--- src/rtl/core/b64_pkg.sv ---
`timescale 1ns / 1ps
`default_nettype none

package b64_pkg;

  // Work queue between front and back
  localparam int unsigned QDEPTH = 4;
  localparam int unsigned QAW    = $clog2(QDEPTH);
  localparam int unsigned QCW    = $clog2(QDEPTH + 1);

  localparam logic [7:0] PAD_CHAR = 8'h3D;  // '='

  typedef enum logic [1:0] {
    JOB_ENC = 2'd0,
    JOB_DEC = 2'd1,
    JOB_ERR = 2'd2
  } job_kind_t;

  // One completed group (or error) ready to be unpacked into results
  typedef struct packed {
    job_kind_t   kind;
    logic [23:0] bits;
    logic [1:0]  held;      // encode: bytes held in the group (1..3)
    logic [1:0]  last_idx;  // index of final result of this job
    logic        last;
  } job_t;

  typedef struct packed {
    logic full;
    logic empty;
  } q_status_t;

  typedef struct packed {
    logic       ok;
    logic       pad;
    logic [5:0] val;
  } dec_code_t;

  function automatic dec_code_t char_code(input logic [7:0] c);
    dec_code_t r;
    r = '{ok: 1'b1, pad: 1'b0, val: 6'd0};
    if (c >= 8'h41 && c <= 8'h5A) begin
      r.val = 6'(c - 8'h41);
    end else if (c >= 8'h61 && c <= 8'h7A) begin
      r.val = 6'(c - 8'h61 + 8'd26);
    end else if (c >= 8'h30 && c <= 8'h39) begin
      r.val = 6'(c - 8'h30 + 8'd52);
    end else if (c == 8'h2B) begin
      r.val = 6'd62;
    end else if (c == 8'h2F) begin
      r.val = 6'd63;
    end else if (c == PAD_CHAR) begin
      r.pad = 1'b1;
    end else begin
      r.ok = 1'b0;
    end
    return r;
  endfunction

  function automatic logic [7:0] enc_char(input logic [5:0] v);
    logic [7:0] r;
    if (v < 6'd26) begin
      r = 8'h41 + {2'b00, v};
    end else if (v < 6'd52) begin
      r = 8'h61 + {2'b00, v} - 8'd26;
    end else if (v < 6'd62) begin
      r = 8'h30 + {2'b00, v} - 8'd52;
    end else if (v == 6'd62) begin
      r = 8'h2B;
    end else begin
      r = 8'h2F;
    end
    return r;
  endfunction

endpackage

`default_nettype wire

--- src/rtl/core/base64_codec_stream.sv ---
`timescale 1ns / 1ps
`default_nettype none

// Streaming base64 codec, standard alphabet with '=' padding.
// mode register (mode_we/mode_wdata): 0 encodes bytes to text, 1 decodes
// text to bytes. A write also clears any partial group; write only while
// the block is idle.
// Input request: data_byte/last_byte, taken when in_valid && !in_stall.
// Output request: out_byte/last_out/error, taken when out_valid && !out_stall.
// The front classifies each byte and builds groups; every completed group
// (or decode error) becomes one job in a 4-entry queue. The back unpacks
// the queue head into one result per cycle, while out_stall is low, through an output register.
// The first result of a group passes through its queue entry and then the
// output register (empty queue, free output).
// Throughput: one item per cycle in while the queue has room; the back emits
// one result per cycle while out_stall is low, so a long encode stream is
// bound by its four chars per three bytes; decode takes one char per cycle.
// in_stall rises only when the queue is full of unemitted jobs.
// A stalled output holds its result; the queue keeps filling until full.
// Reset (rst, synchronous) empties the queue, clears the group and
// selects encode mode.
module base64_codec_stream (
  input  wire logic       clk,
  input  wire logic       rst,
  input  wire logic       mode_we,
  input  wire logic       mode_wdata,
  input  wire logic       in_valid,
  output logic            in_stall,
  input  wire logic [7:0] data_byte,
  input  wire logic       last_byte,
  output logic            out_valid,
  input  wire logic       out_stall,
  output logic [7:0]      out_byte,
  output logic            last_out,
  output logic            error
);

  b64_pkg::job_t      push_job;
  b64_pkg::job_t      head;
  b64_pkg::q_status_t status;
  logic               push;
  logic               pop;
  logic               accept;

  assign in_stall = status.full;
  assign accept   = in_valid && !in_stall;

  b64_front u_front (
    .clk        (clk),
    .rst        (rst),
    .mode_we    (mode_we),
    .mode_wdata (mode_wdata),
    .accept     (accept),
    .data_byte  (data_byte),
    .last_byte  (last_byte),
    .push       (push),
    .push_job   (push_job)
  );

  b64_queue u_queue (
    .clk      (clk),
    .rst      (rst),
    .push     (push),
    .push_job (push_job),
    .pop      (pop),
    .head     (head),
    .status   (status)
  );

  b64_back u_back (
    .clk       (clk),
    .rst       (rst),
    .head      (head),
    .status    (status),
    .pop       (pop),
    .out_valid (out_valid),
    .out_stall (out_stall),
    .out_byte  (out_byte),
    .last_out  (last_out),
    .error     (error)
  );

endmodule

`default_nettype wire

--- src/rtl/core/b64_front.sv ---
`timescale 1ns / 1ps
`default_nettype none

module b64_front (
  input  wire logic          clk,
  input  wire logic          rst,
  input  wire logic          mode_we,
  input  wire logic          mode_wdata,
  input  wire logic          accept,
  input  wire logic [7:0]    data_byte,
  input  wire logic          last_byte,
  output logic               push,
  output b64_pkg::job_t      push_job
);

  logic        mode;
  logic [1:0]  group_position, group_position_next;
  logic [23:0] group_bits, group_bits_next;
  logic [1:0]  pad_count, pad_count_next;

  b64_pkg::dec_code_t code;
  logic [1:0]  pos;
  logic [23:0] merged;
  logic [1:0]  pad_new;
  logic        bad;

  assign code = b64_pkg::char_code(data_byte);

  always_comb begin
    group_position_next = group_position;
    group_bits_next     = group_bits;
    pad_count_next      = pad_count;
    push                = 1'b0;
    push_job            = '{kind: b64_pkg::JOB_ERR, bits: 24'd0, held: 2'd0,
                            last_idx: 2'd0, last: last_byte};
    pos                 = group_position;
    merged              = group_bits;
    pad_new             = pad_count;
    bad                 = 1'b0;

    if (mode == 1'b0) begin
      // encode: place byte in its slot of the 24-bit group
      pos = (group_position > 2'd2) ? 2'd0 : group_position;
      unique case (pos)
        2'd0:    merged = group_bits | {data_byte, 16'd0};
        2'd1:    merged = group_bits | {8'd0, data_byte, 8'd0};
        default: merged = group_bits | {16'd0, data_byte};
      endcase
      if (accept) begin
        if (pos < 2'd2 && !last_byte) begin
          group_position_next = pos + 2'd1;
          group_bits_next     = merged;
        end else begin
          push              = 1'b1;
          push_job.kind     = b64_pkg::JOB_ENC;
          push_job.bits     = merged;
          push_job.held     = pos + 2'd1;
          push_job.last_idx = 2'd3;
          group_position_next = 2'd0;
          group_bits_next     = 24'd0;
          pad_count_next      = 2'd0;
        end
      end
    end else begin
      pos = group_position;
      bad = !code.ok || (code.pad && pos < 2'd2) || (!code.pad && pad_count != 2'd0);
      if (code.pad) begin
        pad_new = pad_count + 2'd1;
      end else begin
        unique case (pos)
          2'd0:    merged = group_bits | {code.val, 18'd0};
          2'd1:    merged = group_bits | {6'd0, code.val, 12'd0};
          2'd2:    merged = group_bits | {12'd0, code.val, 6'd0};
          default: merged = group_bits | {18'd0, code.val};
        endcase
      end
      if (accept) begin
        if (bad || (pos < 2'd3 && last_byte)) begin
          // invalid char, misplaced pad, data after pad, or message ends mid-group
          push                = 1'b1;
          group_position_next = 2'd0;
          group_bits_next     = 24'd0;
          pad_count_next      = 2'd0;
        end else if (pos < 2'd3) begin
          group_position_next = pos + 2'd1;
          group_bits_next     = merged;
          pad_count_next      = pad_new;
        end else begin
          push              = 1'b1;
          push_job.kind     = b64_pkg::JOB_DEC;
          push_job.bits     = merged;
          push_job.last_idx = 2'd2 - pad_new;
          group_position_next = 2'd0;
          group_bits_next     = 24'd0;
          pad_count_next      = 2'd0;
        end
      end
    end
  end

  always_ff @(posedge clk) begin
    if (rst) begin
      mode           <= 1'b0;
      group_position <= 2'd0;
      group_bits     <= 24'd0;
      pad_count      <= 2'd0;
    end else if (mode_we) begin
      mode           <= mode_wdata;
      group_position <= 2'd0;
      group_bits     <= 24'd0;
      pad_count      <= 2'd0;
    end else begin
      group_position <= group_position_next;
      group_bits     <= group_bits_next;
      pad_count      <= pad_count_next;
    end
  end

endmodule

`default_nettype wire

--- src/rtl/core/b64_queue.sv ---
`timescale 1ns / 1ps
`default_nettype none

module b64_queue (
  input  wire logic            clk,
  input  wire logic            rst,
  input  wire logic            push,
  input  wire b64_pkg::job_t   push_job,
  input  wire logic            pop,
  output b64_pkg::job_t        head,
  output b64_pkg::q_status_t   status
);

  b64_pkg::job_t                 mem [b64_pkg::QDEPTH];
  logic [b64_pkg::QAW-1:0]       wr_ptr;
  logic [b64_pkg::QAW-1:0]       rd_ptr;
  logic [b64_pkg::QCW-1:0]       count;

  assign head         = mem[rd_ptr];
  assign status.full  = (count == b64_pkg::QCW'(b64_pkg::QDEPTH));
  assign status.empty = (count == '0);

  always_ff @(posedge clk) begin
    if (push) begin
      mem[wr_ptr] <= push_job;
    end
  end

  always_ff @(posedge clk) begin
    if (rst) begin
      wr_ptr <= '0;
      rd_ptr <= '0;
      count  <= '0;
    end else begin
      if (push) begin
        wr_ptr <= wr_ptr + b64_pkg::QAW'(1);
      end
      if (pop) begin
        rd_ptr <= rd_ptr + b64_pkg::QAW'(1);
      end
      unique case ({push, pop})
        2'b10:   count <= count + b64_pkg::QCW'(1);
        2'b01:   count <= count - b64_pkg::QCW'(1);
        default: count <= count;
      endcase
    end
  end

  a_no_overflow: assert property (@(posedge clk) disable iff (rst)
    push |-> (count < b64_pkg::QCW'(b64_pkg::QDEPTH)))
    else $error("job pushed into full queue");

  a_no_underflow: assert property (@(posedge clk) disable iff (rst)
    pop |-> (count != '0))
    else $error("job popped from empty queue");

  a_count_range: assert property (@(posedge clk) disable iff (rst)
    count <= b64_pkg::QCW'(b64_pkg::QDEPTH))
    else $error("queue count out of range");

endmodule

`default_nettype wire

--- src/rtl/core/b64_back.sv ---
`timescale 1ns / 1ps
`default_nettype none

module b64_back (
  input  wire logic               clk,
  input  wire logic               rst,
  input  wire b64_pkg::job_t      head,
  input  wire b64_pkg::q_status_t status,
  output logic                    pop,
  output logic                    out_valid,
  input  wire logic               out_stall,
  output logic [7:0]              out_byte,
  output logic                    last_out,
  output logic                    error
);

  logic [1:0] k;
  logic       load;
  logic [7:0] byte_next;
  logic       err_next;
  logic [5:0] sextet;

  assign load = !status.empty && (!out_valid || !out_stall);
  assign pop  = load && (k == head.last_idx);

  always_comb begin
    unique case (k)
      2'd0:    sextet = head.bits[23:18];
      2'd1:    sextet = head.bits[17:12];
      2'd2:    sextet = head.bits[11:6];
      default: sextet = head.bits[5:0];
    endcase
    byte_next = 8'd0;
    err_next  = 1'b0;
    unique case (head.kind)
      b64_pkg::JOB_ENC: begin
        byte_next = (k <= head.held) ? b64_pkg::enc_char(sextet) : b64_pkg::PAD_CHAR;
      end
      b64_pkg::JOB_DEC: begin
        unique case (k)
          2'd0:    byte_next = head.bits[23:16];
          2'd1:    byte_next = head.bits[15:8];
          default: byte_next = head.bits[7:0];
        endcase
      end
      default: begin
        err_next = 1'b1;
      end
    endcase
  end

  always_ff @(posedge clk) begin
    if (rst) begin
      k         <= 2'd0;
      out_valid <= 1'b0;
    end else begin
      if (load) begin
        k         <= pop ? 2'd0 : k + 2'd1;
        out_valid <= 1'b1;
      end else if (!out_stall) begin
        out_valid <= 1'b0;
      end
    end
  end

  always_ff @(posedge clk) begin
    if (load) begin
      out_byte <= byte_next;
      error    <= err_next;
      last_out <= head.last && (k == head.last_idx);
    end
  end

  a_k_in_job: assert property (@(posedge clk) disable iff (rst)
    !status.empty |-> (k <= head.last_idx))
    else $error("result index past end of job");

endmodule

`default_nettype wire
--- config.mk ---
export PLATFORM = sky130hd
export DESIGN_NAME = base64_codec_stream
export DESIGN_NICKNAME = d
export VERILOG_FILES = /design/src/rtl/core/b64_pkg.sv /design/src/rtl/core/base64_codec_stream.sv /design/src/rtl/core/b64_front.sv /design/src/rtl/core/b64_queue.sv /design/src/rtl/core/b64_back.sv
export SDC_FILE = /design/constraint.sdc
export NUM_CORES = 1
export LEC_CHECK = 0
export ABC_AREA = 1
export BUFFER_PORTS_ARGS = -buffer_cell sky130_fd_sc_hd__buf_4
export CAP_MARGIN = 0
export CORE_ASPECT_RATIO = 2
export CORE_MARGIN = 2
export CORE_UTILIZATION = 35
export DETAILED_ROUTE_END_ITERATION = 16
export GPL_TIMING_DRIVEN = 0
export PLACE_DENSITY = 0.54
export SLEW_MARGIN = 20
export SYNTH_ARGS = -nofsm -noshare
export SYNTH_HDL_FRONTEND = slang
export SYNTH_SLANG_ARGS = --single-unit
--- constraint.sdc ---
create_clock -name clk -period 9.8 [get_ports clk]
set_input_delay 2.45 -clock clk [delete_from_list [all_inputs] [get_ports clk]]
set_output_delay 2.45 -clock clk [all_outputs]
set_load 0.05 [all_outputs]
# --- Word level (Yosys, flattened, before mapping) ---
# Memory sizes are Yosys's and may differ from the RTL's. A register that Yosys moved wholly into a read port is not among the register bits.
# Cells that the tools add are included.
op_classes:
  bitwise_logic: 7
  eq_ne: 16
  add_sub_neg: 19
  magnitude_cmp: 14
  reduce_logical: 32
  n_mux: 69
ops:
  columns: ["operator", "n"]
  rows:
  - ["24-bit two-way mux", 7]
  - ["26-bit two-way mux", 4]
  - ["24-bit one-hot mux with 3 select lines", 1]
  - ["30-bit two-way mux", 2]
  - ["2-bit two-way mux", 28]
  - ["24-bit bitwise OR", 2]
  - ["24-bit one-hot mux with 2 select lines", 1]
  - ["8-bit two-way mux", 4]
  - ["8-bit one-hot mux with 2 select lines", 2]
  - ["6-bit two-way mux", 5]
  - ["8-bit by 6-bit equality test with 1-bit output, second input constant", 3]
  - ["24-bit by 12-bit bitwise OR with 24-bit output", 1]
  - ["24-bit by 16-bit bitwise OR with 24-bit output", 1]
  - ["24-bit by 18-bit bitwise OR with 24-bit output", 1]
  - ["24-bit by 6-bit bitwise OR with 24-bit output", 1]
  - ["24-bit by 8-bit bitwise OR with 24-bit output", 1]
  - ["6-bit one-hot mux with 3 select lines", 1]
  - ["7-bit by 6-bit adder with 8-bit output, first input constant", 2]
  - ["8-bit by 7-bit greater-or-equal comparator with 1-bit output, second input constant", 2]
  - ["8-bit by 7-bit less-or-equal comparator with 1-bit output, second input constant", 2]
  - ["2-bit by 1-bit adder with 2-bit output, second input constant", 6]
  - ["6-bit < comparator, second input constant", 2]
  - ["1-bit two-way mux", 12]
  - ["6-bit subtractor, second input constant", 2]
  - ["other kinds (31)", 64]
totals:
  wordCells: 170
  mem_bits_rw: 124
  reg_bits: 49
  memories: 1
  inputBits: 15
  output_inout_bits: 12
mem_list:
  columns: ["name", "words", "word_bits", "rd", "rd_clocked_by_memory_dff", "wr", "line", "text"]
  rows:
  - ["u_queue.mem", 4, 31, 1, 1, 1, "b64_queue.sv:14", "b64_pkg::job_t mem [b64_pkg::QDEPTH];"]

# --- Depth between registers and ports, before layout ---
# Gate-level depths: netlist of the first run.
logic_depth:
  ltp_word: 16
  ltp_mapped: 23
  ltp_nobuf: 22

# --- By module ---
# Synthesis of the first run repeated with hierarchy kept, for this count alone.
unflattened:
  cells_unflattened: 1118
  area_unflattened_um2: 9922.0
by_module_without_submodules:
  columns: ["module", "area_each_um2", "instances", "cells_per_inst"]
  rows:
  - ["b64_queue", 5084.9, 1, 358]
  - ["b64_front", 3382.0, 1, 540]
  - ["b64_back", 1445.1, 1, 218]
  - ["base64_codec_stream", 10.0, 1, 2]

# --- Worst setup path before layout of the first run ---
# OpenSTA, ideal clock, no wires.
synth_timing:
  kind: "in2reg"
  start: "input port data_byte[3]"
  end: "memory u_queue.mem[0][0] in the netlist's numbering, enable pin"
  path_buffers: 1
  arrival_ns: 5.362
  setup_slack_ns: 4.019
  stages: 14
  cell_sequence: "buf_2 -> inv_1 -> ha_1 -> inv_1 -> o21ai_0 -> nand3_1 -> o2111ai_1 -> nand2_2 -> nand3_2 -> nand4_4 -> nor2_8 -> nor2_4 -> inv_1 -> nor2_1"
synth_between:
  elab_chain_len: 16
  word_cells_on_any_way: 30
  classes_between: "order compare (6); eq/ne (3); mux (11); reduce/logical (10)"
synth_rtl:
  columns: ["item", "line", "text"]
  rows:
  - ["start: declaration", "base64_codec_stream.sv:29", "input wire logic [7:0] data_byte,"]
  - ["8-bit by 6-bit equality test with 1-bit output", "b64_pkg.sv:52", "end else if (c == PAD_CHAR) begin"]
  - ["1-bit two-way mux", "b64_pkg.sv:52", null]
  - ["2-bit two-way mux", "b64_pkg.sv:50", "end else if (c == 8'h2F) begin"]
  - ["2-bit two-way mux", "b64_pkg.sv:48", "end else if (c == 8'h2B) begin"]
  - ["2-bit two-way mux", "b64_pkg.sv:46", "end else if (c >= 8'h30 && c <= 8'h39) begin"]
  - ["2-bit two-way mux", "b64_pkg.sv:44", "end else if (c >= 8'h61 && c <= 8'h7A) begin"]
  - ["2-bit two-way mux (*)", "b64_pkg.sv:42", "if (c >= 8'h41 && c <= 8'h5A) begin"]
  - ["1-bit zero test / 1-bit logical AND (equally long branches)", "b64_front.sv:66", "bad = !code.ok || (code.pad && pos < 2'd2) || (!code.pad && pad_count != 2'd0);"]
  - ["1-bit logical OR / 1-bit logical AND (equally long branches)", "b64_front.sv:66", null]
  - ["1-bit logical OR (*)", "b64_front.sv:66", null]
  - ["1-bit logical OR (*)", "b64_front.sv:78", "if (bad || (pos < 2'd3 && last_byte)) begin"]
  - ["1-bit two-way mux (*)", "b64_front.sv:78", null]
  - ["1-bit two-way mux (*)", "b64_front.sv:77", "if (accept) begin"]
  - ["1-bit two-way mux (*)", "b64_front.sv:41", "if (mode == 1'b0) begin"]
  - ["1-bit two-way mux (*)", "b64_queue.sv:24", "if (push) begin"]
  - ["1-bit two-way mux (not written as such) (*)", "b64_queue.sv:25", "mem[wr_ptr] <= push_job;"]
  - ["end: declaration", "b64_queue.sv:14", null]
# Mark *: on every way between the ends. The rest lies on a longest branch, timed or not.

# --- Worst setup path after layout of the first run ---
layout_timing:
  start: "input port data_byte[2]"
  end: "register u_queue.count[2] in the netlist's numbering"
layout_between:
  elab_chain_len: 16
  word_cells_on_any_way: 32
  classes_between: "order compare (6); eq/ne (5); mux (10); reduce/logical (11)"
layout_rtl:
  columns: ["item", "line", "text"]
  rows:
  - ["8-bit by 6-bit equality test with 1-bit output", "b64_pkg.sv:52", null]
  - ["1-bit two-way mux", "b64_pkg.sv:52", null]
  - ["2-bit two-way mux", "b64_pkg.sv:50", null]
  - ["2-bit two-way mux", "b64_pkg.sv:48", null]
  - ["2-bit two-way mux", "b64_pkg.sv:46", null]
  - ["2-bit two-way mux", "b64_pkg.sv:44", null]
  - ["2-bit two-way mux (*)", "b64_pkg.sv:42", null]
  - ["1-bit zero test / 1-bit logical AND (equally long branches)", "b64_front.sv:66", null]
  - ["1-bit logical OR / 1-bit logical AND (equally long branches)", "b64_front.sv:66", null]
  - ["1-bit logical OR (*)", "b64_front.sv:66", null]
  - ["1-bit logical OR (*)", "b64_front.sv:78", null]
  - ["1-bit two-way mux (*)", "b64_front.sv:78", null]
  - ["1-bit two-way mux (*)", "b64_front.sv:77", null]
  - ["1-bit two-way mux (*)", "b64_front.sv:41", null]
  - ["2-bit by 1-bit equality test with 1-bit output / 2-bit equality test (equally long branches)", "b64_queue.sv:41", "unique case ({push, pop})"]
  - ["3-bit one-hot mux with 2 select lines / 2-bit nonzero test (equally long branches)", null, null]
  - ["end signal: assignment", "b64_queue.sv:42", "2'b10: count <= count + b64_pkg::QCW'(1);"]
  - ["end signal: assignment", "b64_queue.sv:43", "2'b01: count <= count - b64_pkg::QCW'(1);"]
  - ["end signal: assignment", "b64_queue.sv:44", "default: count <= count;"]
  - ["end: declaration", "b64_queue.sv:17", "logic [b64_pkg::QCW-1:0] count;"]
# Marked as above.
# A chain may end at the register's enable or synchronous reset.

==> results of run 1 <==
## power breakdown
part,internal [µW],switching [µW]
logic,299,718
registers,869,24.9
clock network,361,302
total,1530,1040
## critical path, cell delays in order
cell and delay (ns):
sky130_fd_sc_hd__buf_4 0.12, sky130_fd_sc_hd__buf_6 0.15, sky130_fd_sc_hd__inv_1 0.27, sky130_fd_sc_hd__ha_1 0.24, sky130_fd_sc_hd__inv_1 0.04, sky130_fd_sc_hd__o21ai_0 0.45, sky130_fd_sc_hd__nand3_1 0.13, sky130_fd_sc_hd__o2111ai_1 0.34
sky130_fd_sc_hd__nand2_2 0.13, sky130_fd_sc_hd__nand3_2 0.13, sky130_fd_sc_hd__nand4_4 0.26, sky130_fd_sc_hd__nor2_8 0.31, sky130_fd_sc_hd__nor2_4 0.08, sky130_fd_sc_hd__inv_1 0.30, sky130_fd_sc_hd__ha_1 0.21, sky130_fd_sc_hd__inv_1 0.07
sky130_fd_sc_hd__fa_1 0.38, sky130_fd_sc_hd__nor2_1 0.11, sky130_fd_sc_hd__nor2_1 0.05, sky130_fd_sc_hd__nand2_1 0.08, sky130_fd_sc_hd__o21ai_0 0.08, sky130_fd_sc_hd__a21oi_1 0.12
## cell families (layout without fill, tap and decap cells)
kind of cell,count (synthesis),count (layout),share of synthesized area
XOR/XNOR,14,14,0.01253
adder cells (fa/ha/maj),36,36,0.04680
AO/OA/AOI/OAI,239,239,0.1336
buffers and inverters,181,243,0.07647
flip-flops,175,175,0.4951
AND/OR/NAND/NOR,547,547,0.2354
## per-layer routing
| metal | up-vias | routed length (µm) | global-route usage |
|---|---|---|---|
| met1 | 3951 | 10880 | 0.2097 |
| met5 | - | 0 | 0 |
| met4 | 0 | 2445 | 0.1682 |
| met2 | 243 | 17500 | 0.4269 |
| li1 | 4102 | - | - |
| met3 | 108 | 946 | 0.03012 |
## area by class of cell
cell class / count / area (µm²)
multi-input cells: 836 / 4228
clock inverters: 13 / 126.4
well taps: 352 / 440.4
flip-flops and latches: 175 / 4845
inverters: 139 / 521.8
plain buffers: 42 / 226.5
repair buffers: 30 / 279.0
fillers: 2869 / 16440
clock buffers: 19 / 442.9
## sequential cells by signal, indices dropped and copies added, names as in the netlist, named ones only
name,flops
u_back.out_valid,1
u_front.pad_count,2
u_queue.wr_ptr,2
u_back.error,1
u_queue.mem,124
u_queue.count,3
u_front.mode,1
u_back.k,2
u_front.group_position,2
u_back.out_byte,8
u_queue.rd_ptr,2
u_back.last_out,1
u_front.group_bits,24
## worst paths after layout
kind / startpoint / endpoint / slack, ns / cells after the start
max: data_byte[2] / u_queue.count[2] / 3.68 / 22
min: u_queue.rd_ptr[0] / flop / 0.48 / 1
min reg2reg: u_queue.rd_ptr[0] / flop / 0.48 / 1
max reg2reg: u_front.group_position[1] / u_queue.count[2] / 6.25 / 15
## per-stage QoR
stage	std cells	power (µW)	worst slack, ns
6_report	1606	2574	3.678
2_1_floorplan	1192	1606	4.019
3_3_place_gp	1569	1908	1.905
3_5_place_dp	1574	1926	3.253
4_1_cts	1606	2586	3.697
5_1_grt	1606	2733	3.538
## synth_stat cells (4+ instances only)
| library cell | number |
|---|---|
| sky130_fd_sc_hd__nand2_1 | 280 |
| sky130_fd_sc_hd__edfxtp_1 | 134 |
| sky130_fd_sc_hd__nor2_1 | 133 |
| sky130_fd_sc_hd__inv_1 | 130 |
| sky130_fd_sc_hd__o21ai_0 | 116 |
| sky130_fd_sc_hd__nand3_1 | 103 |
| sky130_fd_sc_hd__a21oi_1 | 72 |
| sky130_fd_sc_hd__dfxtp_1 | 41 |
| sky130_fd_sc_hd__ha_1 | 35 |
| sky130_fd_sc_hd__clkbuf_1 | 18 |
| sky130_fd_sc_hd__buf_2 | 13 |
| sky130_fd_sc_hd__o22ai_1 | 13 |
| sky130_fd_sc_hd__nand4_1 | 12 |
| sky130_fd_sc_hd__o21ai_1 | 9 |
| sky130_fd_sc_hd__xor2_1 | 9 |
| sky130_fd_sc_hd__buf_4 | 8 |
| sky130_fd_sc_hd__a22oi_1 | 6 |
| sky130_fd_sc_hd__a31oi_1 | 6 |
| sky130_fd_sc_hd__inv_2 | 6 |
| sky130_fd_sc_hd__nor2_2 | 5 |
| sky130_fd_sc_hd__xnor2_1 | 5 |
| sky130_fd_sc_hd__nor3_1 | 4 |
==> summary.md, run 1 <==
The flow ran to the end, and the final reports show no timing, DRC or antenna violations. Once the clock tree was built, the setup fixing pass inserted 0 buffers. Between clock sinks in the finished design, the worst skew comes to 0.01169 ns.

The max-slew headroom at the worst pin came out at 0.3895. Horizontal die dimension: 122.2 µm. The worst setup path is captured at a flop. Once layout is done, the placed cells without fillers occupy 0.01111 mm².

The clock period could shrink to 6.122 ns. Number of global-route vias before repair: 8324. The row count came out at 86. In the post-synthesis netlist, the biggest area contributors are sky130_fd_sc_hd__edfxtp_1 (41%), sky130_fd_sc_hd__nand2_1 (11%), sky130_fd_sc_hd__dfxtp_1 (8.4%). The power density over the cells was 231.7 mW/mm²; the vertical die dimension was 240.5 µm. Library cell occupying the most area in the post-synthesis netlist: sky130_fd_sc_hd__edfxtp_1.

The tools report the leftover overflow at the end of global routing as 0. IR analysis of the VDD net gives a maximum drop of 128.5 µV. Once detailed placement completed, the half-perimeter wirelength came to 24410 µm. The post-detailed-routing wire length is 31780 µm, and the clock-pin slew on the worst setup and hold paths is 0.07 ns.

The tools report the worst-case clock buffer depth as 2. Synthesis produced a netlist whose cell count is 1192. The number of resized instances in the post-cts repair step came out at 0. The hold violation count in the final report is 0. Setup repair after global routing left no endpoint under its margin. The run gives 0 as the count of final max-slew check failures. Hold repair after CTS inserted 0 buffers. The overall fraction of global-route tracks in use was 0.2244. The number of enable flip-flop cells after synthesis works out to 134. The largest fanout of any net on the critical path was 9; the remaining number of nets flagged by the antenna check after routing was 0.

The library cell used most frequently in the layout, excluding fill and tap cells, is sky130_fd_sc_hd__nand2_1. After detailed routing, the average wire length per cell comes to 19.79 µm. TritonCTS built the clock tree. The static power due to leakage came out at 0.004513 µW. The count of buffers inserted at the top-level ports came out at 25.

The final weighted congestion in routability-driven placement came out at 1.007. The share of post-route cells with drive strength above 1 works out to 0.08852. The mapped netlist covers 0.009784 mm².

Number of antenna violations at the first check in global routing: 0. Max-cap violations in this run came to 0. The total vias in the final route was 8404. The tools report the synthesized netlist net count as 1243.

The worst setup path is launched from an input port. Synthesis inferred 175 register bits. The clock tree synthesis step divided the H-tree into 4 levels.

The final cycle utilization of the critical path was 0.6247. The netlist uses 45 different library cells. In this run the standard cell core region covers 0.02755 mm². For the clock latency on the worst-skew pair, the log shows 0.44 ns. Setup violations remaining at the end of the flow were counted as 0. The clock buffer count from CTS was 17. For the post-route DRC violation count, the log shows 0. The worst hold path class is flop to flop. The commonest register cell after synthesis was sky130_fd_sc_hd__edfxtp_1.

STA puts the critical path data arrival time at 6.49 ns. Post-place instance area: 0.01054 mm². The final antenna diode count was 0; the post-synthesis area per instance was 8.208 µm². The run gives 175 as the number of sinks driven by the clock tree. The root buffer cell is sky130_fd_sc_hd__clkbuf_16. The setup TNS was 0 ns. The first-pass iteration count of the detailed router was 7; the data required time at the worst endpoint was 10.17 ns. During I/O placement, the number of pins put on the boundary was 27. The first-pass GRT wire length was 47870 µm. In the layout the commonest cells are sky130_fd_sc_hd__nand2_1 (280), sky130_fd_sc_hd__edfxtp_1 (134), sky130_fd_sc_hd__inv_1 (130). The type of the worst setup path is input port to flop.

The area share of the leading cell type in the synthesized netlist is 0.4113. The detailed router finished its first iteration with 523 violations. For the pin with the worst max-slew slack, the measured transition is 0.9062 ns. Final hold analysis gives a worst-case slack of 0.4781 ns.

The run gives 0.4033 as the share of the core filled with cells. The starting density of the core is 0.3552, and the proportion of synthesized flip-flops having asynchronous set or reset is 0. The die covers 0.02939 mm². Entering global routing, the biggest net connects 23 pins. Relative to the synthesized area, the layout overhead comes to 13.54%. For this run, the top clock speed supported by timing is 163.3 MHz.

Detailed-route vias per instance: 5.233. The sequential-to-total area share from yosys stat came out at 0.4951. The Yosys step of the flow raised 0 warnings. In the final design database the tool counted 1292 nets.
Note: power is estimated with default switching activity, not from simulation.
==> run 2: changes to the inputs <==
Settings changed: ABC_AREA 1 to 0, PLACE_DENSITY 0.54 to 0.56.
Clock period 9.8 ns to 5 ns, I/O delays scaled along.
==> summary.md, run 2 <==
The number of global-route vias before repair came out at 6582 (-21%). The max capacitance violation total is 0 (unchanged), and the largest stage delay on the critical path is 0.51 ns (+0.06 ns). The combined area of the multi-input logic cells came out at 0.003940 mm² (-6.8%). Setup repair after global routing left no endpoint under its margin. The final worst hold slack is 0.4692 ns (-0.008893 ns). The area share of the leading cell type in the synthesized netlist was 0.4413 (+0.03008). The first-pass GRT wire length is 38470 µm (-20%), and the sum of buffers and inverters on the critical path is 4 (-2). The count of cells along the worst hold path works out to 1 (unchanged). The post-route DRC violation count is 0 (unchanged), and the count of buffers inserted at the top-level ports is 23 (-8.0%). The number of enable flip-flop cells after synthesis was 134 (unchanged); the transition time of the tightest slew-check pin was 1.051 ns (+0.1452 ns).

The clock latency on the worst-skew pair is 0.43 ns (about the same). For this design, the slowest cell found on the critical path is sky130_fd_sc_hd__clkbuf_1. The arrival time reported for the critical path endpoint came out at 4.82 ns (-1.67 ns). The number of distinct standard cells referenced by the synthesized netlist was 81 (+80%). Yosys attributes the largest share of cell area to sky130_fd_sc_hd__edfxtp_1 (44%), sky130_fd_sc_hd__dfxtp_1 (9.0%), sky130_fd_sc_hd__ha_1 (4.8%).

The overall fraction of global-route tracks in use is 0.1884 (-0.03597). Broken down by cell family, the worst path's largest delay share belongs to compound AO/OA/AOI/OAI gates. The tools report the final weighted congestion in routability-driven placement as 0.9874 (-1.9%). The logs give 0.376 (+0.029) for the power share of the sequential group and 0.284 (+0.027) for the clock share of power. The proportion of synthesized flip-flops having asynchronous set or reset was 0 (unchanged).

The detailed-route vias per instance works out to 5.550 (+6.1%). Number of flip-flops under the largest register name: 124 (unchanged). Compared with the post-synthesis result, the final layout area differs by 14.04%.

The root buffer cell is sky130_fd_sc_hd__clkbuf_16. The clock buffer count from CTS was 17 (unchanged); the largest net degree at the start of global routing was 26 (+13%). The share of total power in combinational logic was 0.340 (-0.055); the number of antenna violations at the first check in global routing was 0 (unchanged). Traced cell by cell, the critical path runs through buf_4 > clkbuf_1 > inv_1 > ha_1 > and4_1 > o21ai_0 > o21ai_0 > nand4_1 > clkbuf_1 > o21ai_0 > nand2_1 > o21ai_0. The final cycle utilization of the critical path works out to 0.9481. The post-synthesis register bit count is 175 (unchanged). The tools report the cell internal power dissipation as 3027 µW (+98%). The tools report the number of warnings reported in the yosys synthesis log as 0 (unchanged). The largest fanout of any net on the critical path is 10 (+1). Buffers inserted during post-CTS setup optimization: 0 (unchanged). The run gives 0 (unchanged) as the final antenna diode count. The area of the core region was 0.02565 mm² (-6.9%); the first-pass iteration count of the detailed router was 5 (-2). The fill cell instance count of the final layout is 2494 (-13%). The number of DRC markers after the initial detailed-route iteration is 528 (+0.96%).

The final critical delay including setup and external delays is 4.741 ns. The power density over the cells is 446.9 mW/mm² (+93%). Library cell occupying the most area in the post-synthesis netlist: sky130_fd_sc_hd__edfxtp_1. The tools report the element type at the critical path start as an input port. The clock-pin slew on the worst setup and hold paths came out at 0.07 ns (about the same).

The number of logic stages on the critical path including buffering is 12 (-45%). The row count was 83 (-3.5%); the register area was 0.004845 mm² (unchanged). The maximum vdd drop came out at 211.0 µV (+64%). Register with the most flip-flops: u_queue.mem. The run finished with clean final reports.

The hold violation count in the final report is 0 (unchanged), and the worst slack at placement is -0.3684 ns (-3.621 ns). The number of sinks driven by the clock tree was 175 (unchanged). The post-detailed-routing wire length is 25420 µm (-20%). The worst setup path is captured at a flop. In the synthesized netlist, the cells that appear most often are sky130_fd_sc_hd__edfxtp_1 (134), sky130_fd_sc_hd__nor2_1 (75), sky130_fd_sc_hd__nand2_1 (63).

The net switching power of the design came out at 1619 µW (+55%). The upper clock frequency limit was 210.9 MHz. The starting density of the core was 0.3554 (about the same).

For this run, the leading register cell type out of synthesis is sky130_fd_sc_hd__edfxtp_1. The vertical die dimension was 232.3 µm (-3.4%); the share of post-route cells with drive strength above 1 was 0.1440 (+0.05553). Synthesized area: 0.009117 mm² (-6.8%).

The total vias in the final route was 6549 (-22%). The library cell used most frequently in the layout, excluding fill and tap cells, is sky130_fd_sc_hd__edfxtp_1. The remaining number of nets flagged by the antenna check after routing is 0 (unchanged). Most frequently used cell type in the post-synthesis netlist: sky130_fd_sc_hd__edfxtp_1. The logs give 878 (-32%) for the final net count and 0.2937 (-0.09579) for the max-slew headroom at the worst pin.

The run gives 2 (unchanged) as the worst-case clock buffer depth. Floorplan die area: 0.02744 mm² (-6.7%). The worst-case setup margin in the final layout came out at 0.2595 ns (-3.418 ns).

In the final layout, the registers with the most flip-flops are u_queue.mem x124, u_front.group_bits x24, u_back.out_byte x8. The library cells used most frequently in the layout, excluding fill and tap cells, are sky130_fd_sc_hd__edfxtp_1 (134), sky130_fd_sc_hd__nor2_1 (75), sky130_fd_sc_hd__nand2_1 (63). The worst hold path class is flop to flop. The horizontal die dimension was 118.1 µm (-3.4%).

The number of H-tree branching levels is 4 (unchanged), and the detailed placer's ending HPWL is 19350 µm (-21%). The sequential-to-total area share from yosys stat is 0.5314 (+0.03622). The number of cells on the worst reg-to-reg path was 14 (-1).

The tools report the leftover overflow at the end of global routing as 0 (unchanged). TritonCTS built the clock tree. The detail-routed net length per standard cell is 21.54 µm (+8.9%), and the count of final max-slew check failures is 0 (unchanged). The number of buffers inserted by hold repair at cts was 0 (unchanged). The cell seen most often among critical-path stages was sky130_fd_sc_hd__o21ai_0. The proportion of total power due to net switching was 0.3485 (-0.05722). For the number of resized instances in the post-cts repair step, the log shows 0 (unchanged). The final number of setup-violating endpoints is 0 (unchanged), and the clock skew is 0.009427 ns (-0.002268 ns). The worst setup path is of the input port to flop kind. The post-synthesis area per instance was 11.66 µm² (+42%).

The tools report the data required time at the worst endpoint as 5.08 ns (-5.09 ns). The top-level I/O count is 27 (unchanged), and the synthesized netlist net count is 833 (-33%). The static power due to leakage was 0.003625 µW (-20%); the cell count after synthesis was 782 (-34%).
-- run 2: changes by cell type in the layout (fill, tap and decap cells not counted), moves of 14 or more --
| cell | delta |
|---|---|
| sky130_fd_sc_hd__a21oi_1 | -23 |
| sky130_fd_sc_hd__nor2_1 | -54 |
| sky130_fd_sc_hd__nand3_1 | -89 |
| sky130_fd_sc_hd__nand2_1 | -217 |
| sky130_fd_sc_hd__o21ai_0 | -73 |
| sky130_fd_sc_hd__inv_1 | -91 |
| sky130_fd_sc_hd__mux4_2 | +14 |
-- run 2: path summary, 6_finish.rpt --
check / from / end / slack [ns]
max: data_byte[1] / u_queue.mem[2][25] / 0.26
max reg2reg: u_back.k[0] / u_back.out_byte[6] / 0.97
min: u_front.group_bits[2] / u_front.group_bits[2] / 0.47
min reg2reg: u_front.group_bits[2] / u_front.group_bits[2] / 0.47
-- run 2: metal layers --
metal / global-route usage / vias to the layer above / part of all wire
met5: 0 / - / 0
met4: 0.1352 / 0 / 0.067
met3: 0.02579 / 92 / 0.035
met2: 0.3728 / 238 / 0.57
met1: 0.1703 / 3152 / 0.33
li1: - / 3067 / -
-- run 2: power by group through the flow --
stage                     clock network (µW)  logic, µW  registers (µW)
final                                   1320       1580            1750
after global routing                    1400       1690            1760
after CTS                               1350       1580            1750
after detailed placement                   0       1580            1780
after global placement                     0       1560            1780
after floorplan                            0        968            1940
-- run 2: logic make-up (layout without fill, tap and decap cells) --
logic type | after synthesis | count (layout) | synth area share
AO/OA/AOI/OAI | 202 | 202 | 0.1584
multiplexers | 44 | 44 | 0.08495
buffers and inverters | 77 | 135 | 0.03760
XOR/XNOR | 16 | 16 | 0.01537
adder cells (fa/ha/maj) | 36 | 36 | 0.05023
flip-flops | 175 | 175 | 0.5314
AND/OR/NAND/NOR | 232 | 232 | 0.1221
-- run 2: worst reg2reg max path: stages (launching register included) --
cell and delay, ns:
sky130_fd_sc_hd__dfxtp_1 0.43, sky130_fd_sc_hd__inv_1 0.14, sky130_fd_sc_hd__ha_1 0.34, sky130_fd_sc_hd__and2_1 0.27, sky130_fd_sc_hd__a221oi_1 0.36, sky130_fd_sc_hd__a32oi_2 0.33, sky130_fd_sc_hd__inv_1 0.25, sky130_fd_sc_hd__ha_1 0.35
sky130_fd_sc_hd__nand2_1 0.09, sky130_fd_sc_hd__a311oi_1 0.43, sky130_fd_sc_hd__a211oi_4 0.13, sky130_fd_sc_hd__nor2_1 0.34, sky130_fd_sc_hd__nand2_1 0.10, sky130_fd_sc_hd__o211ai_1 0.11, sky130_fd_sc_hd__a21oi_1 0.08
-- run 2: metrics by stage --
step	instance area [µm²]	utilization	instances	total power [µW]	TNS (ns)
final	10400	0.4053	1180	4647	0
after global routing	10400	0.4053	1180	4845	0
after CTS	10400	0.4055	1181	4676	0
after detailed placement	9806	0.3823	1149	3355	-8.891
after global placement	9716	0.3788	1145	3340	-114.93
after floorplan	9117	-	782	2906	0
-- run 2: cell type report --
class / count / share of cell area
sequential: 175 / 0.4659
multi-input combinational: 530 / 0.3789
clock buffer: 21 / 0.04729
tap: 340 / 0.04091
timing repair buffer: 27 / 0.02431
buffer: 36 / 0.01817
inverter: 40 / 0.01444
clock inverter: 11 / 0.009988
